<file path="config.mk">
export PLATFORM = sky130hd
export DESIGN_NAME = lbpk_oldest
export DESIGN_NICKNAME = d
export VERILOG_FILES = /design/src/hdl/lru_batch_prune_key_cache_core_assert.svh /design/src/hdl/lbpk_pkg.sv /design/src/hdl/lbpk_oldest.sv
export SDC_FILE = /design/constraint.sdc
export NUM_CORES = 1
export LEC_CHECK = 0
export BUFFER_PORTS_ARGS = -buffer_cell sky130_fd_sc_hd__buf_2
export CAP_MARGIN = 20
export CORE_MARGIN = 2
export CORE_UTILIZATION = 64
export DETAILED_ROUTE_END_ITERATION = 7
export GPL_ROUTABILITY_DRIVEN = 0
export PLACE_DENSITY = 0.81
export RECOVER_POWER = 25
export SYNTH_ARGS = -nofsm -noshare
export SYNTH_HDL_FRONTEND = slang
export SYNTH_SLANG_ARGS = --single-unit
</file>
<file path="constraint.sdc">
create_clock -name clk -period 4.9 [get_ports clk]
set_input_delay 0.49 -clock clk [delete_from_list [all_inputs] [get_ports clk]]
set_output_delay 0.49 -clock clk [all_outputs]
set_load 0.05 [all_outputs]
</file>
<file path="src/hdl/lru_batch_prune_key_cache_core_assert.svh">
// assertion macros for the key cache core
// used by the top level; expects clk and arst_n in the including scope
`ifndef LRU_BATCH_PRUNE_KEY_CACHE_CORE_ASSERT_SVH
`define LRU_BATCH_PRUNE_KEY_CACHE_CORE_ASSERT_SVH

// consequent checked in the same cycle as the antecedent
`define LBPK_ASSERT_SAME(label, ante, cons, msg) \
	label: assert property (@(posedge clk) disable iff (!arst_n) (ante) |-> (cons)) \
		else $error(msg);

// consequent checked in the cycle after the antecedent
`define LBPK_ASSERT_NEXT(label, ante, cons, msg) \
	label: assert property (@(posedge clk) disable iff (!arst_n) (ante) |=> (cons)) \
		else $error(msg);

`endif

</file>
<file path="src/hdl/lbpk_pkg.sv">
// shared constants and types for the key cache core
// no dependencies
`default_nettype none

package lbpk_pkg;

	// table geometry
	localparam int CAPACITY    = 64;
	localparam int PRUNE_COUNT = 8;
	localparam int SLOT_W      = $clog2(CAPACITY);
	localparam int CNT_W       = SLOT_W + 1;

	// field widths
	localparam int ID_W       = 32;
	localparam int KEY_W      = 2 * ID_W;
	localparam int STAMP_W    = 32;
	localparam int SLOT_OUT_W = 6;

	// result kinds
	localparam logic KIND_EVICT  = 1'b0;
	localparam logic KIND_LOOKUP = 1'b1;

	// control of the oldest-entry list
	typedef struct packed {
		logic clear;
		logic insert;
		logic pop;
	} list_ctl_t;

endpackage

`default_nettype wire

</file>
<file path="src/hdl/lbpk_oldest.sv">
// sorted list of the oldest entries seen during a table scan
// depends on lbpk_pkg
`default_nettype none

module lbpk_oldest
	import lbpk_pkg::*;
(
	input  wire logic               clk,
	input  wire logic               arst_n,
	input  wire list_ctl_t          ctl,
	input  wire logic [STAMP_W-1:0] in_stamp,
	input  wire logic [SLOT_W-1:0]  in_slot,
	output logic                    head_v,
	output logic      [SLOT_W-1:0]  head_slot
);

	logic [PRUNE_COUNT-1:0] v_q;
	logic [PRUNE_COUNT-1:0] gt;
	logic [PRUNE_COUNT-1:0] ins_v;
	logic [PRUNE_COUNT-1:0] pop_v;
	logic [STAMP_W-1:0]     stamp_q   [PRUNE_COUNT];
	logic [SLOT_W-1:0]      slot_q    [PRUNE_COUNT];
	logic [STAMP_W-1:0]     ins_stamp [PRUNE_COUNT];
	logic [SLOT_W-1:0]      ins_slot  [PRUNE_COUNT];
	logic [STAMP_W-1:0]     pop_stamp [PRUNE_COUNT];
	logic [SLOT_W-1:0]      pop_slot  [PRUNE_COUNT];

	for (genvar j = 0; j < PRUNE_COUNT; j++) begin : g_ent
		// new word sorts before this entry; ties keep the earlier slot in front
		assign gt[j] = ~v_q[j] | (in_stamp < stamp_q[j]);

		// insert source: the new word at the first greater place, else the left neighbor
		if (j == 0) begin : g_head
			assign ins_v[j]     = 1'b1;
			assign ins_stamp[j] = in_stamp;
			assign ins_slot[j]  = in_slot;
		end else begin : g_tail
			logic take_new;
			assign take_new     = gt[j] & ~gt[j-1];
			assign ins_v[j]     = take_new | v_q[j-1];
			assign ins_stamp[j] = take_new ? in_stamp : stamp_q[j-1];
			assign ins_slot[j]  = take_new ? in_slot : slot_q[j-1];
		end

		// pop source: the right neighbor, empty at the end
		if (j == PRUNE_COUNT - 1) begin : g_last
			assign pop_v[j]     = 1'b0;
			assign pop_stamp[j] = stamp_q[j];
			assign pop_slot[j]  = slot_q[j];
		end else begin : g_mid
			assign pop_v[j]     = v_q[j+1];
			assign pop_stamp[j] = stamp_q[j+1];
			assign pop_slot[j]  = slot_q[j+1];
		end

		// occupancy
		always_ff @(posedge clk or negedge arst_n) begin
			if (!arst_n) begin
				v_q[j] <= 1'b0;
			end else if (ctl.clear) begin
				v_q[j] <= 1'b0;
			end else if (ctl.insert && gt[j]) begin
				v_q[j] <= ins_v[j];
			end else if (ctl.pop) begin
				v_q[j] <= pop_v[j];
			end
		end

		// stamp and slot
		always_ff @(posedge clk) begin
			if (ctl.insert && gt[j]) begin
				stamp_q[j] <= ins_stamp[j];
				slot_q[j]  <= ins_slot[j];
			end else if (ctl.pop) begin
				stamp_q[j] <= pop_stamp[j];
				slot_q[j]  <= pop_slot[j];
			end
		end
	end

	assign head_v    = v_q[0];
	assign head_slot = slot_q[0];

endmodule

`default_nettype wire

</file>
# After elaboration in Yosys (flattened, before gate mapping)
# Memory sizes are Yosys's and may differ from the RTL's.
# Cells that the tools add are included.
totals:
  register_bits: 8
  latchBits: 0
  mem_bits_rw: 304
  mem_bits_ro: 0
  inputBits: 43
  out_inout_bits: 7
  memories: 2
mem_list:
  columns: ["name", "words", "word_bits", "read_ports", "rd_clocked_by_memory_dff", "write_ports", "line", "rtl"]
  rows:
  - ["stamp_q", 8, 32, 8, 0, 8, "lbpk_oldest.sv:21", "logic [STAMP_W-1:0] stamp_q [PRUNE_COUNT];"]
  - ["slot_q", 8, 6, 8, 0, 8, "lbpk_oldest.sv:22", "logic [SLOT_W-1:0] slot_q [PRUNE_COUNT];"]
classes:
  add_sub_neg: 0
  n_mul: 0
  div: 0
  n_lt_le_gt_ge: 8
  eq_ne: 0
  shift: 0
  muxes: 87
  n_bitwise: 53
  n_reduce_logical: 16
ops:
  columns: ["operator", "count"]
  rows:
  - ["32-bit two-way mux", 15]
  - ["32-bit < comparator", 8]
  - ["6-bit two-way mux", 15]
  - ["1-bit two-way mux", 57]
  - ["1-bit bitwise OR", 31]
  - ["3-bit nonzero test", 8]
  - ["1-bit NOT", 15]
  - ["1-bit logical AND", 8]
  - ["1-bit AND", 7]

# Longest topological paths before layout
# Gate-level depths: netlist of the first run.
# An unclocked memory read counts as a cell.
logic_depth:
  word_depth: 8
  depth_mapped: 13

# Worst setup path after synthesis of the first run
# Ideal clock, no wire load.
synth_timing:
  kind: "input -> register"
  start: "in in_stamp[17]"
  end: "mem slot_q[3][10] in the netlist's numbering, enable pin"
  t_arrival_ns: 3.300
  required_ns: 4.465
  slack_ns: 1.165
  stages: 8
  n_path_buf: 0
  path_cell_list: "ha_1 a21o_1 a21o_1 a211oi_1 o31ai_1 o21ai_1 a31oi_1 nor2_1"
synth_rtl:
  columns: ["element", "line", "rtl"]
  rows:
  - ["from (decl)", "lbpk_oldest.sv:11", "input wire logic [STAMP_W-1:0] in_stamp,"]
  - ["to (decl)", "lbpk_oldest.sv:22", null]

==> results of run 1 <==
==> layer usage <==
metal | up-vias | track usage | part of all wire
met5 | - | 0 | 0
met4 | 0 | 0.1414 | 0.043
met3 | 161 | 0.06214 | 0.081
met2 | 681 | 0.5212 | 0.48
met1 | 7889 | 0.4005 | 0.40
li1 | 7652 | - | -
==> Yosys cell counts (4+ instances only) <==
library cell | instances | share of area
a221oi_1 | 9 | 0.0037
a21o_1 | 42 | 0.015
o21ai_1 | 4 | 0.00093
edfxtp_1 | 304 | 0.42
nand2_1 | 66 | 0.011
a2111oi_0 | 9 | 0.0037
o21a_1 | 9 | 0.0031
mux2_2 | 56 | 0.029
dfrtp_1 | 8 | 0.0093
o31a_1 | 4 | 0.0016
o211ai_1 | 5 | 0.0017
a211oi_1 | 14 | 0.0049
clkbuf_1 | 36 | 0.0063
o21ai_0 | 27 | 0.0063
nor3_1 | 5 | 0.0012
buf_1 | 6 | 0.0010
nand3_1 | 25 | 0.0058
mux2i_1 | 234 | 0.11
buf_4 | 13 | 0.0045
a21oi_1 | 297 | 0.069
mux2_4 | 20 | 0.014
and4_1 | 11 | 0.0045
nand4_1 | 22 | 0.0064
inv_1 | 257 | 0.045
buf_2 | 24 | 0.0056
nor2_1 | 270 | 0.047
buf_6 | 7 | 0.0037
nand2b_1 | 14 | 0.0041
ha_1 | 248 | 0.14
==> through the flow <==
stage | instances | hold WS (ns) | total power, mW
after floorplan | 2092 | 0.1944 | 5.234
after global placement | 2547 | 0.3543 | 5.815
after detailed placement | 2547 | 0.3601 | 5.955
after CTS | 2609 | 0.2545 | 8.704
after global routing | 2613 | 0.2887 | 9.149
final | 2615 | 0.2908 | 8.726
==> sequential cells by signal, summed over array words and instances, names as in the netlist <==
name     count
pop_v        7
head_v       1
slot_q      48
stamp_q    256
==> worst max-delay path by stage <==
stage / from / end / slack [ns] / cells past startpoint
after floorplan: in_stamp[17] / slot_q[3][10] / 1.17 / 8
after global placement: in_stamp[15] / slot_q[3][9] / 0.80 / 11
after detailed placement: in_stamp[15] / slot_q[3][9] / 0.74 / 11
after CTS: stamp_q[1][1] / stamp_q[1][5] / 1.09 / 10
after global routing: stamp_q[1][109] / stamp_q[1][119] / 0.46 / 10
final: stamp_q[1][113] / stamp_q[1][119] / 0.69 / 10
==> final cells by class <==
type / count / area share
clock inverters: 20 / 0.009086
diodes: 5 / 0.0005283
clock buffers: 41 / 0.04099
flip-flops and latches: 312 / 0.3939
well taps: 448 / 0.02367
repair buffers: 95 / 0.03032
inverters: 257 / 0.04073
multi-input cells: 1437 / 0.4608
==> power by group through the flow <==
stage               clock [mW]  sequential [mW]  combinational [mW]
floorplan                    0             3.77                1.46
global placement             0             3.85                1.96
detailed placement           0             3.88                2.08
CTS                       2.76             3.83                2.11
global route              2.87             3.89                2.39
finish                    2.75             3.85                2.13
==> cells by family after synthesis <==
group	after synthesis	share of synthesized area
DFF	312	0.4323
and+or+nand+nor	431	0.08599
AOI/OAI and AO/OA	448	0.1204
muxes	310	0.1517
adders and majority gates	248	0.1438
buffers and inverters	343	0.06575
==> worst max-delay path, cell delays in order, from the launching register on <==
cell and delay (ns):
edfxtp_1 0.38, inv_1 0.08, ha_1 0.24, a21o_1 0.16, a21o_1 0.17, a211oi_1 0.24
o31ai_1 0.19, o21ai_0 0.25, a31oi_1 0.18, nor2_1 1.15, clkbuf_2 0.77
==> impl_metrics.json, run 1 <==
{
  "clkTransAtPathRegs_ns": 0.07,
  "hold_viol_final": 0,
  "grt_pass1_wl_um": 87840,
  "wire_per_inst_um": 21.04,
  "sequentialPowerShare": 0.441,
  "crit_type": "flip-flop to flip-flop",
  "final_area_sq_mm": 0.02369,
  "clock-sinks": 312,
  "setup_viol": 0,
  "synthDistinctLibCells": 54,
  "cts_buffers": 36,
  "netlist_instances": 2092,
  "switchingPower_mw": 2.684,
  "yosysSeqAreaShare": 0.4323,
  "r2r_start": "stamp_q[1][113]",
  "die_area_sq_mm": 0.03520,
  "rsz0062_at_grt": "false",
  "hp-class": "primary input to flip-flop",
  "postCtsSetupRepairBufs": 0,
  "initial_utilization": 0.6467,
  "antenna_found_initial": 4,
  "clk_latency_ns": 0.53,
  "grt_pass1_vias": 16720,
  "ys_ff_latch": 312,
  "cts_hold_buf": 1,
  "rr_endpoint": "stamp_q[1][119]",
  "initialDrtViolationCount": 1499,
  "async_reset_ff_frac": 0.02564,
  "violations": "capacitance limit, slew limit",
  "overflow": 0,
  "synth_nets": 2383,
  "cp_max_fo": 22,
  "ios": 50,
  "dr.pass1.iters": 6,
  "track_usage": 0.3144,
  "synth_area_sq_mm": 0.02158,
  "yosys_warnings": 0,
  "core_area_sq_mm": 0.03336,
  "post-place-ws_ns": 0.7393,
  "vdd_drop_max_uv": 273.0,
  "multi_input_area_sq_mm": 0.01091,
  "p_sw_frac": 0.3076,
  "whs_endpoint": "head_v",
  "cts_tree": "yes",
  "clkPwrFrac": 0.315,
  "clock.fmax_mhz": 237.4,
  "cts_buffer_depth": 3,
  "dr_total_vias": 16380,
  "port_buffers": 49,
  "finalCritPeriodShare": 0.8596,
  "rows": 67,
  "die_w_um": 187.6,
  "p_per_area_mw_per_mm2": 368.4,
  "layout_setup_ws_ns": 0.6879,
  "synth.avg_cell_area_sq_um": 10.31,
  "fin_tns_setup_ns": 0,
  "r2r.worst_path.cells": 10,
  "fill_cells": 2420,
  "area_growth_pct": 9.765,
  "maxSlewHeadroom": -0.009799,
  "synth_edf_count": 304,
  "hpwlAfterDp_um": 38640,
  "cap_viol_max_count": 3,
  "drt-total-wl_um": 55010,
  "grt_max_degree": 77,
  "final_common_cell": "edfxtp_1",
  "drc_errors": 0,
  "htreeDepth": 2,
  "p_int_mw": 6.041,
  "layout-drive-gt1-share": 0.1087,
  "final_cell_mix": "304 x edfxtp_1, 296 x a21oi_1, 269 x nor2_1",
  "regArea_sq_mm": 0.009329,
  "finalCriticalPeriod_ns": 4.212,
  "nNetsFinal": 2430,
  "start_kind": "flip-flop",
  "antenna_left": 0,
  "viasPerCell": 6.265,
  "run_status": "complete, but fails checks",
  "cellLeakagePower_nw": 11.45,
  "ff2ff_setup_slack_ns": 0.69,
  "p_comb_frac": 0.244,
  "tightest_slew_ns": 1.515,
  "cp_data_required_time_ns": 5.05,
  "hp-start": "ctl[2]",
  "report.final.slew_viol_count": 19,
  "placed_cell_area_sq_mm": 0.02252,
  "die_h_um": 187.6,
  "holdPathStages": 2,
  "post-route-util": 0.7099,
  "cts-root-buf": "clkbuf_16",
  "synth_flop_cell": "edfxtp_1",
  "endpoint_kind": "flip-flop",
  "arrival_ns": 4.36,
  "finalClockSkew_ns": 0.02502,
  "cts_resized": 0
}
Power figures use the tool's default switching activity.
==> inputs of run 2 (changes only) <==
--- a/config.mk
+++ b/config.mk
@@ -8,10 +8,9 @@
 export BUFFER_PORTS_ARGS = -buffer_cell sky130_fd_sc_hd__buf_2
 export CAP_MARGIN = 20
 export CORE_MARGIN = 2
-export CORE_UTILIZATION = 64
+export CORE_UTILIZATION = 34
 export DETAILED_ROUTE_END_ITERATION = 7
 export GPL_ROUTABILITY_DRIVEN = 0
-export PLACE_DENSITY = 0.81
 export RECOVER_POWER = 25
 export SYNTH_ARGS = -nofsm -noshare
 export SYNTH_HDL_FRONTEND = slang
==> run 2 against run 1 <==
The flow finishes with violations (capacitance limit); register-to-register slack better by 0.09 ns; critical path depth is 1 higher; combinational power hardly changed; clock power is 5% higher; sequential cell count stayed put; critical path type unchanged; largest power group unchanged; highest routed layer unchanged.
==> impl_metrics.json, run 2 (same netlist as run 1, synthesis figures left out) <==
{
  "cts_buffer_depth": 3,
  "tightest_slew_ns": 1.461,
  "antenna_found_initial": 2,
  "drt-total-wl_um": 57980,
  "antenna_cells": 0,
  "grt_pass1_vias": 16360,
  "maxSlewHeadroom": 0.01390,
  "setup_viol": 0,
  "endpoint_kind": "flip-flop",
  "clock-sinks": 312,
  "nNetsFinal": 2437,
  "grt_pass1_wl_um": 91130,
  "sequentialPowerShare": 0.435,
  "top_register": "stamp_q",
  "grt_max_degree": 77,
  "layout-drive-gt1-share": 0.1071,
  "clk_latency_ns": 0.57,
  "report.final.slew_viol_count": 0,
  "clock.fmax_mhz": 242.8,
  "cts_buffers": 39,
  "overflow": 0,
  "fin_tns_setup_ns": 0,
  "dr_total_vias": 15810,
  "cp_data_required_time_ns": 5.19,
  "cellLeakagePower_nw": 11.52,
  "largest_reg_flops": 256,
  "cap_viol_max_count": 1,
  "area_growth_pct": 12.81,
  "critical_path_buf_inv_count": 2,
  "antenna_left": 0,
  "cts_resized": 0,
  "core_area_sq_mm": 0.06297,
  "finalCritPeriodShare": 0.8407,
  "viasPerCell": 5.233,
  "clkTransAtPathRegs_ns": 0.06,
  "hp-class": "primary input to flip-flop",
  "wire_per_inst_um": 19.19,
  "wl_met2_um": 27470,
  "final_common_cell": "edfxtp_1",
  "track_usage": 0.1749,
  "p_int_mw": 6.116,
  "postCtsSetupRepairBufs": 0,
  "p_per_area_mw_per_mm2": 363.0,
  "dr.pass1.iters": 5,
  "top_layer": "met4",
  "slowest_stage": "o311ai_0",
  "finalCriticalPeriod_ns": 4.119,
  "regArea_sq_mm": 0.009329,
  "port_buffers": 49,
  "crit_type": "flip-flop to flip-flop",
  "finalClockSkew_ns": 0.02414,
  "path_cells": "inv_1, ha_1, o21a_1, nor2_1, o31a_1, o311ai_0, a21oi_1, nor2_4, buf_4, mux2i_1, a21oi_1",
  "die_w_um": 255.9,
  "vdd_drop_max_uv": 298.8,
  "crit_top_cell": "a21oi_1",
  "cpPeakStageDelay_ns": 1.21,
  "m1WireLength_um": 25990,
  "hold_viol_final": 0,
  "wl_met3_um": 3049,
  "die_h_um": 255.9,
  "start_kind": "flip-flop",
  "p_total_mw": 8.836,
  "cp_max_fo": 22,
  "htreeDepth": 2,
  "crit_family": "compound AO/OA/AOI/OAI gates",
  "cts_tree": "yes",
  "ios": 50,
  "switchingPower_mw": 2.719,
  "p_comb_frac": 0.239,
  "initial_utilization": 0.3427,
  "fill_cells": 6201,
  "violations": "capacitance limit",
  "rows": 92,
  "run_status": "complete, but fails checks",
  "drc_errors": 0,
  "hpwlAfterDp_um": 41760,
  "final_cell_mix": "304 x edfxtp_1, 296 x a21oi_1, 269 x nor2_1",
  "initialDrtViolationCount": 1216,
  "rsz0062_at_grt": "false",
  "arrival_ns": 4.41,
  "clkPwrFrac": 0.326,
  "multi_input_area_sq_mm": 0.01091,
  "die_area_sq_mm": 0.06550,
  "p_sw_frac": 0.3078,
  "cts-root-buf": "clkbuf_16"
}
==> run 2: per-layer routing <==
metal	global-route usage	vias up
met1	0.2283	7709
met5	0	-
li1	-	7657
met2	0.2944	357
met3	0.03159	90
met4	0.05328	0
==> run 2: area by class of cell <==
| type | count | share of cell area |
|---|---|---|
| flip-flops and latches | 312 | 0.3832 |
| well taps | 846 | 0.04348 |
| inverters | 257 | 0.03963 |
| repair buffers | 99 | 0.03387 |
| clock inverters | 17 | 0.005243 |
| clock buffers | 54 | 0.04621 |
| multi-input cells | 1437 | 0.4483 |
==> run 2: worst reg2reg max path, stage by stage, from the launching register on <==
cell and delay (ns):
edfxtp_1 0.39, inv_1 0.06, ha_1 0.27, o21a_1 0.11
nor2_1 0.05, o31a_1 0.29, o311ai_0 1.21, a21oi_1 0.49
nor2_4 0.20, buf_4 0.41, mux2i_1 0.28, a21oi_1 0.08
==> run 2: worst paths after layout <==
check | from | end | slack [ns] | cells after the start
worst max register to register | stamp_q[0][99] | stamp_q[1][3] | 0.78 | 11
worst max-delay path | stamp_q[0][99] | stamp_q[1][3] | 0.78 | 11
min in group asynchronous | arst_n | head_v | 0.47 | 2
worst min register to register | slot_q[3][1] | slot_q[3][7] | 0.58 | 1
max in group asynchronous | arst_n | pop_v[5] | 4.01 | 2
worst min-delay path | ctl[2] | head_v | 0.27 | 2
==> run 2: stage by stage <==
step | util | area [sq um] | setup WS (ns) | cells | hold slack, ns
after floorplan | - | 21580 | 1.165 | 2092 | 0.1944
after global routing | 0.3866 | 24340 | 0.7224 | 3022 | 0.2597
after detailed placement | 0.3673 | 23130 | 0.8907 | 2950 | 0.3873
final | 0.3866 | 24340 | 0.7807 | 3022 | 0.2738
after CTS | 0.3874 | 24390 | 1.294 | 3022 | 0.2439
after global placement | 0.3673 | 23130 | 0.9472 | 2950 | 0.3813
==> run 2: power groups by stage <==
stage | clock, mW | combinational, mW | sequential [mW]
after CTS | 2.94 | 2.13 | 3.83
after global routing | 3.04 | 2.39 | 3.90
after floorplan | 0 | 1.46 | 3.77
after global placement | 0 | 2.03 | 3.87
final | 2.88 | 2.11 | 3.85
after detailed placement | 0 | 2.12 | 3.88
==> run 2: timing repair <==
item	4_1_cts	5_1_grt
hold endpoints to repair	8	0
hold buffers	1	0
setup endpoints to repair	0	0
